**src/rtl/qsi_pkg.sv**
```systemverilog
// Shared widths, constants and transaction types of the quadratic subpixel interpolator.
`timescale 1ns / 1ps

package qsi_pkg;

    localparam int PIXEL_BITS = 16;
    localparam int FRAC_BITS  = 8;
    localparam int OUT_BITS   = 27;

    // Widths of the window sums and their products with the offset terms.
    localparam int GRAD_W   = PIXEL_BITS + 3;
    localparam int CURV_W   = PIXEL_BITS + 5;
    localparam int TWIST_W  = PIXEL_BITS + 2;
    localparam int SQ_W     = 2 * FRAC_BITS;
    localparam int PGRAD_W  = GRAD_W + FRAC_BITS;
    localparam int PCURV_W  = CURV_W + SQ_W;
    localparam int PTWIST_W = TWIST_W + SQ_W;

    // The full numerator, before the single rounding division.
    localparam int NUM_W = PIXEL_BITS + 2 * FRAC_BITS + 8;

    // The denominator is 15 * 2^DEN_SHIFT; the power of two goes first as a shift.
    localparam int DEN_SHIFT = 2 * FRAC_BITS - 7;
    localparam logic [NUM_W-1:0] HALF_DEN = NUM_W'(15) << (2 * FRAC_BITS - 8);

    // Dividend of the divide by 15, clamped so the result can reach 2^(OUT_BITS-1) at most.
    localparam int T_W   = OUT_BITS + 3;
    localparam int CMP_W = (NUM_W > T_W) ? NUM_W : T_W;
    localparam logic [T_W-1:0] T_MAX = T_W'(15) << (OUT_BITS - 1);

    // Reciprocal of 15, rounded up, exact for every dividend below 2^T_W.
    localparam int RECIP_SHIFT = T_W + 4;
    localparam int PROD_W      = 2 * T_W + 1;
    localparam logic [T_W:0] RECIP =
        (T_W + 1)'(((64'd1 << RECIP_SHIFT) + 64'd14) / 64'd15);

    localparam logic signed [OUT_BITS-1:0] OUT_MAX = {1'b0, {(OUT_BITS - 1){1'b1}}};

    typedef logic signed [PIXEL_BITS-1:0] pix_t;
    typedef logic        [FRAC_BITS-1:0]  frac_t;
    typedef logic signed [FRAC_BITS-1:0]  off_t;
    typedef logic signed [SQ_W-1:0]       sq_t;
    typedef logic signed [GRAD_W-1:0]     grad_t;
    typedef logic signed [CURV_W-1:0]     curv_t;
    typedef logic signed [TWIST_W-1:0]    twist_t;
    typedef logic signed [PGRAD_W-1:0]    pgrad_t;
    typedef logic signed [PCURV_W-1:0]    pcurv_t;
    typedef logic signed [PTWIST_W-1:0]   ptwist_t;
    typedef logic signed [NUM_W-1:0]      num_t;
    typedef logic signed [OUT_BITS-1:0]   value_t;

    typedef struct packed {
        pix_t  pix_top_left;
        pix_t  pix_top_mid;
        pix_t  pix_top_right;
        pix_t  pix_mid_left;
        pix_t  pix_centre;
        pix_t  pix_mid_right;
        pix_t  pix_bot_left;
        pix_t  pix_bot_mid;
        pix_t  pix_bot_right;
        frac_t frac_x;
        frac_t frac_y;
        logic  window_inside;
    } qsi_in_t;

    typedef struct packed {
        value_t interp_value;
        logic   value_valid;
    } qsi_out_t;

    // Surface coefficients (as unscaled window sums) and the offset terms.
    typedef struct packed {
        pix_t   center;
        grad_t  grad_x;
        grad_t  grad_y;
        curv_t  curv_x;
        curv_t  curv_y;
        twist_t twist;
        off_t   off_x;
        off_t   off_y;
        sq_t    sq_x;
        sq_t    sq_y;
        sq_t    sq_xy;
        logic   in_region;
    } qsi_coef_t;

endpackage

```
**src/rtl/qsi_coef.sv**
```systemverilog
// Window sums of the quadratic fit and the sample offset terms, first pipeline stage logic.
`timescale 1ns / 1ps

module qsi_coef
(
    input  qsi_pkg::qsi_in_t   sample,
    output qsi_pkg::qsi_coef_t coef
);

    qsi_pkg::curv_t p [3][3];
    qsi_pkg::curv_t gx;
    qsi_pkg::curv_t gy;
    qsi_pkg::curv_t tw;

    always_comb
    begin
        p[0][0] = qsi_pkg::curv_t'(sample.pix_top_left);
        p[0][1] = qsi_pkg::curv_t'(sample.pix_top_mid);
        p[0][2] = qsi_pkg::curv_t'(sample.pix_top_right);
        p[1][0] = qsi_pkg::curv_t'(sample.pix_mid_left);
        p[1][1] = qsi_pkg::curv_t'(sample.pix_centre);
        p[1][2] = qsi_pkg::curv_t'(sample.pix_mid_right);
        p[2][0] = qsi_pkg::curv_t'(sample.pix_bot_left);
        p[2][1] = qsi_pkg::curv_t'(sample.pix_bot_mid);
        p[2][2] = qsi_pkg::curv_t'(sample.pix_bot_right);
    end

    always_comb
    begin
        gx = (p[0][2] - p[0][0]) + (p[1][2] - p[1][0]) + (p[2][2] - p[2][0]);
        gy = (p[2][0] - p[0][0]) + (p[2][1] - p[0][1]) + (p[2][2] - p[0][2]);
        tw = p[0][0] - p[2][0] + p[2][2] - p[0][2];

        coef.center = sample.pix_centre;
        coef.grad_x = gx[qsi_pkg::GRAD_W-1:0];
        coef.grad_y = gy[qsi_pkg::GRAD_W-1:0];
        coef.twist  = tw[qsi_pkg::TWIST_W-1:0];

        // Curvature along x weights the rows 1-3-1, along y the columns 1-3-1.
        coef.curv_x = p[0][0] - (p[0][1] <<< 1) + p[0][2]
                    + (p[1][0] <<< 1) + p[1][0]
                    - (p[1][1] <<< 2) - (p[1][1] <<< 1)
                    + (p[1][2] <<< 1) + p[1][2]
                    + p[2][0] - (p[2][1] <<< 1) + p[2][2];
        coef.curv_y = p[0][0] + (p[0][1] <<< 1) + p[0][1] + p[0][2]
                    - (p[1][0] <<< 1)
                    - (p[1][1] <<< 2) - (p[1][1] <<< 1)
                    - (p[1][2] <<< 1)
                    + p[2][0] + (p[2][1] <<< 1) + p[2][1] + p[2][2];

        // frac - 2^(FRAC_BITS-1) is the fraction with its top bit inverted, read as signed.
        coef.off_x = {~sample.frac_x[qsi_pkg::FRAC_BITS-1], sample.frac_x[qsi_pkg::FRAC_BITS-2:0]};
        coef.off_y = {~sample.frac_y[qsi_pkg::FRAC_BITS-1], sample.frac_y[qsi_pkg::FRAC_BITS-2:0]};
        coef.sq_x  = qsi_pkg::sq_t'(coef.off_x) * qsi_pkg::sq_t'(coef.off_x);
        coef.sq_y  = qsi_pkg::sq_t'(coef.off_y) * qsi_pkg::sq_t'(coef.off_y);
        coef.sq_xy = qsi_pkg::sq_t'(coef.off_x) * qsi_pkg::sq_t'(coef.off_y);

        coef.in_region = sample.window_inside;
    end

endmodule

```
**config.mk**
```make
export PLATFORM = sky130hd
export DESIGN_NAME = qsi_coef
export DESIGN_NICKNAME = d
export VERILOG_FILES = /design/src/rtl/qsi_pkg.sv /design/src/rtl/qsi_coef.sv
export SDC_FILE = /design/constraint.sdc
export NUM_CORES = 2
export LEC_CHECK = 0
export BUFFER_PORTS_ARGS = -buffer_cell sky130_fd_sc_hd__clkbuf_2
export CAP_MARGIN = 20
export CORE_MARGIN = 4
export CORE_UTILIZATION = 62
export DETAILED_ROUTE_END_ITERATION = 12
export PLACE_DENSITY = 0.93
export SLEW_MARGIN = 20
export SYNTH_ARGS = -nofsm -noshare
export SYNTH_HDL_FRONTEND = slang
export SYNTH_SLANG_ARGS = --single-unit
export TNS_END_PERCENT = 1
```
**constraint.sdc**
```tcl
create_clock -name vclk -period 7.1
set_input_delay 0.71 -clock vclk [all_inputs]
set_output_delay 0.71 -clock vclk [all_outputs]
set_load 0.01 [all_outputs]
```
==> results.py <==
metrics = {
    "clock_tree": {
        "cts_setup_buffers": 0,
        "cts_hold_buf": 0,
        "post_cts_resized": 0,
    },
    "layout": {
        "multiInputGateArea_mm2": 0.0206,
        "final_common_cell": "inv_1",
        "flops_and_latches": 0,
        "regArea_um2": 0,
        "final_cell_mix": "818 x inv_1, 653 x fa_1, 336 x clkbuf_2",
        "nNetsFinal": 3817,
        "filler_cell_count": 2884,
        "syn_to_final_growth_pct": 8.36,
        "clkbuf_count": 0,
        "drive_gt1_frac": 0.132,
    },
    "setup_path": {
        "cp.arrival_ps": 6080,
        "cp_max_fo": 4,
        "cp-end-kind": "output port",
        "cp_cell_sequence": "clkbuf_2 -> fa_1 -> inv_1 -> fa_1 -> inv_1 -> fa_1 -> fa_1 -> inv_1 -> fa_1 -> inv_1 -> ha_1 -> inv_1 -> fa_1 -> nor2b_1 -> o211ai_1 -> a21oi_1 -> nor4_2 -> or4_1 -> nand4_1 -> clkbuf_2",
        "path_depth": 20,
        "endpoint": "coef[101]",
        "crit_required_ps": 6390,
        "startpoint_type": "primary input",
        "path_buf_inv": 7,
        "crit_start": "sample[35]",
        "cp_common_cell": "fa_1",
        "worst-setup-path-type": "primary input to output port",
        "slowest_stage": "fa_1",
        "cp_top_family": "adder cells",
        "cpPeakStageDelay_ps": 550,
    },
    "detailed_routing": {
        "ant_nets": 0,
        "firstDrtPassIters": 7,
        "viasPerCell": 5.47,
        "drt-initial-drc-count": 996,
        "post-route-drc-count": 0,
        "drt-wirelength-per-cell_um": 18.8,
        "dr_total_vias": 18100,
        "routed_wl_um": 62200,
    },
    "grt": {
        "gr-total-overflow": 0,
        "grt_pass1_wl_um": 102000,
        "antenna_found_initial": 2,
        "grt_max_degree": 22,
        "grt_pass1_vias": 20600,
        "grt_usage": 0.309,
    },
    "die": {
        "fp.dieArea_mm2": 0.0419,
        "die_h_um": 205,
        "fp-row-count": 71,
        "start_util": 0.632,
        "boundaryPins": 340,
        "core_mm2": 0.0379,
        "die_w_um": 205,
    },
    "timing": {
        "worst_pin_slew_ps": 686,
        "min_period_ps": 6790,
        "final_hold_viol_count": 0,
        "tns_ps": 0,
        "rsz0062_at_grt": "false",
        "finalMaxSlewViolations": 0,
        "timing.final.crit_share": 0.956,
        "setup_viol": 0,
        "slew_headroom": 0.540,
        "fin_ws_ps": 309,
        "fmax_ghz": 0.147,
    },
    "yosys": {
        "netlist_area_mm2": 0.0240,
        "synth-seq-area-share": 0,
        "ys_types": 67,
        "syn_inst": 2518,
        "yosysWarnings": 0,
        "syn_avg_cell_area_um2": 9.52,
    },
    "run_status": {
        "run_status": "finished clean",
    },
    "place": {
        "io_buffers": 336,
        "routabilityCongestion": 0.990,
        "dp_hpwl_um": 57500,
        "preCtsSetupSlack_ps": 294,
    },
    "worst_hold_path": {
        "hold_path_class": "primary input to output port",
    },
    "flow_run": {
        "max-cap-violations": 0,
    },
}
## stage by stage
step | instance area (um^2) | instances | util | hold slack [ps]
after global routing | 26000 | 3309 | 0.685 | 1420
final | 26000 | 3312 | 0.685 | 1420
after global placement | 26000 | 3309 | 0.685 | 1420
after floorplan | 24000 | 2519 | - | 1470
after CTS | 26000 | 3309 | 0.685 | 1420
after detailed placement | 26000 | 3309 | 0.685 | 1420
## per-layer routing
layer	share of wire	GRT usage	vias to the layer above
met5	0.00021	0	-
met4	0.058	0.137	2
met3	0.074	0.0529	234
met2	0.52	0.562	758
met1	0.34	0.360	9120
li1	-	-	8004
## layout make-up
type | instances | share of cell area
Inverter | 819 | 0.118
Timing Repair Buffer | 339 | 0.0656
Antenna cell | 3 | 0.000289
Multi-Input combinational cell | 1640 | 0.791
Tap cell | 511 | 0.0246
## synthesized netlist by cell type, types with 4 or more instances
library cell | number | area, um^2
or3_1 | 12 | 75.1
nand3_1 | 14 | 70.1
nand4_1 | 8 | 50.1
o21ai_0 | 38 | 190
inv_1 | 818 | 3070
nand3b_1 | 7 | 52.6
o21ai_1 | 10 | 50.1
nor2_1 | 70 | 263
nand2_1 | 84 | 315
fa_1 | 653 | 13100
buf_4 | 35 | 263
xnor2_1 | 89 | 780
ha_1 | 203 | 2540
a21o_1 | 26 | 195
o311ai_1 | 4 | 35.0
a221oi_1 | 4 | 35.0
nor2b_1 | 30 | 188
or4_1 | 9 | 67.6
a31oi_1 | 8 | 50.1
nor3_1 | 28 | 140
xor2_1 | 35 | 307
and2_1 | 64 | 400
or2_2 | 23 | 144
o21a_1 | 17 | 128
a2111o_1 | 4 | 45.0
a31o_1 | 4 | 35.0
a311oi_1 | 6 | 52.6
o211ai_1 | 15 | 113
o21bai_1 | 15 | 113
a21oi_1 | 70 | 350
a211oi_1 | 12 | 90.1
nor4_1 | 4 | 25.0
and3_1 | 12 | 75.1
clkbuf_1 | 25 | 93.8
nand2b_1 | 15 | 93.8
## worst min-delay path by stage
stage | start | to | depth (start not counted)
global route | sample[0] | coef[0] | 0
detailed placement | sample[0] | coef[0] | 0
CTS | sample[0] | coef[0] | 0
finish | sample[0] | coef[0] | 0
floorplan | sample[1] | coef[19] | 1
global placement | sample[0] | coef[0] | 0
## cells by family after synthesis
| logic type | Yosys count | synth area share |
|---|---|---|
| and+or+nand+nor | 387 | 0.0842 |
| AOI/OAI and AO/OA | 268 | 0.0750 |
| adders and majority gates | 856 | 0.651 |
| buffers and inverters | 879 | 0.143 |
| other | 1 | 0.000156 |
| xor gates and xnor gates | 124 | 0.0453 |
| muxes | 3 | 0.00130 |
Power is not shown: default switching activity piles up to over one toggle a cycle in this logic, so the estimate is an artifact.
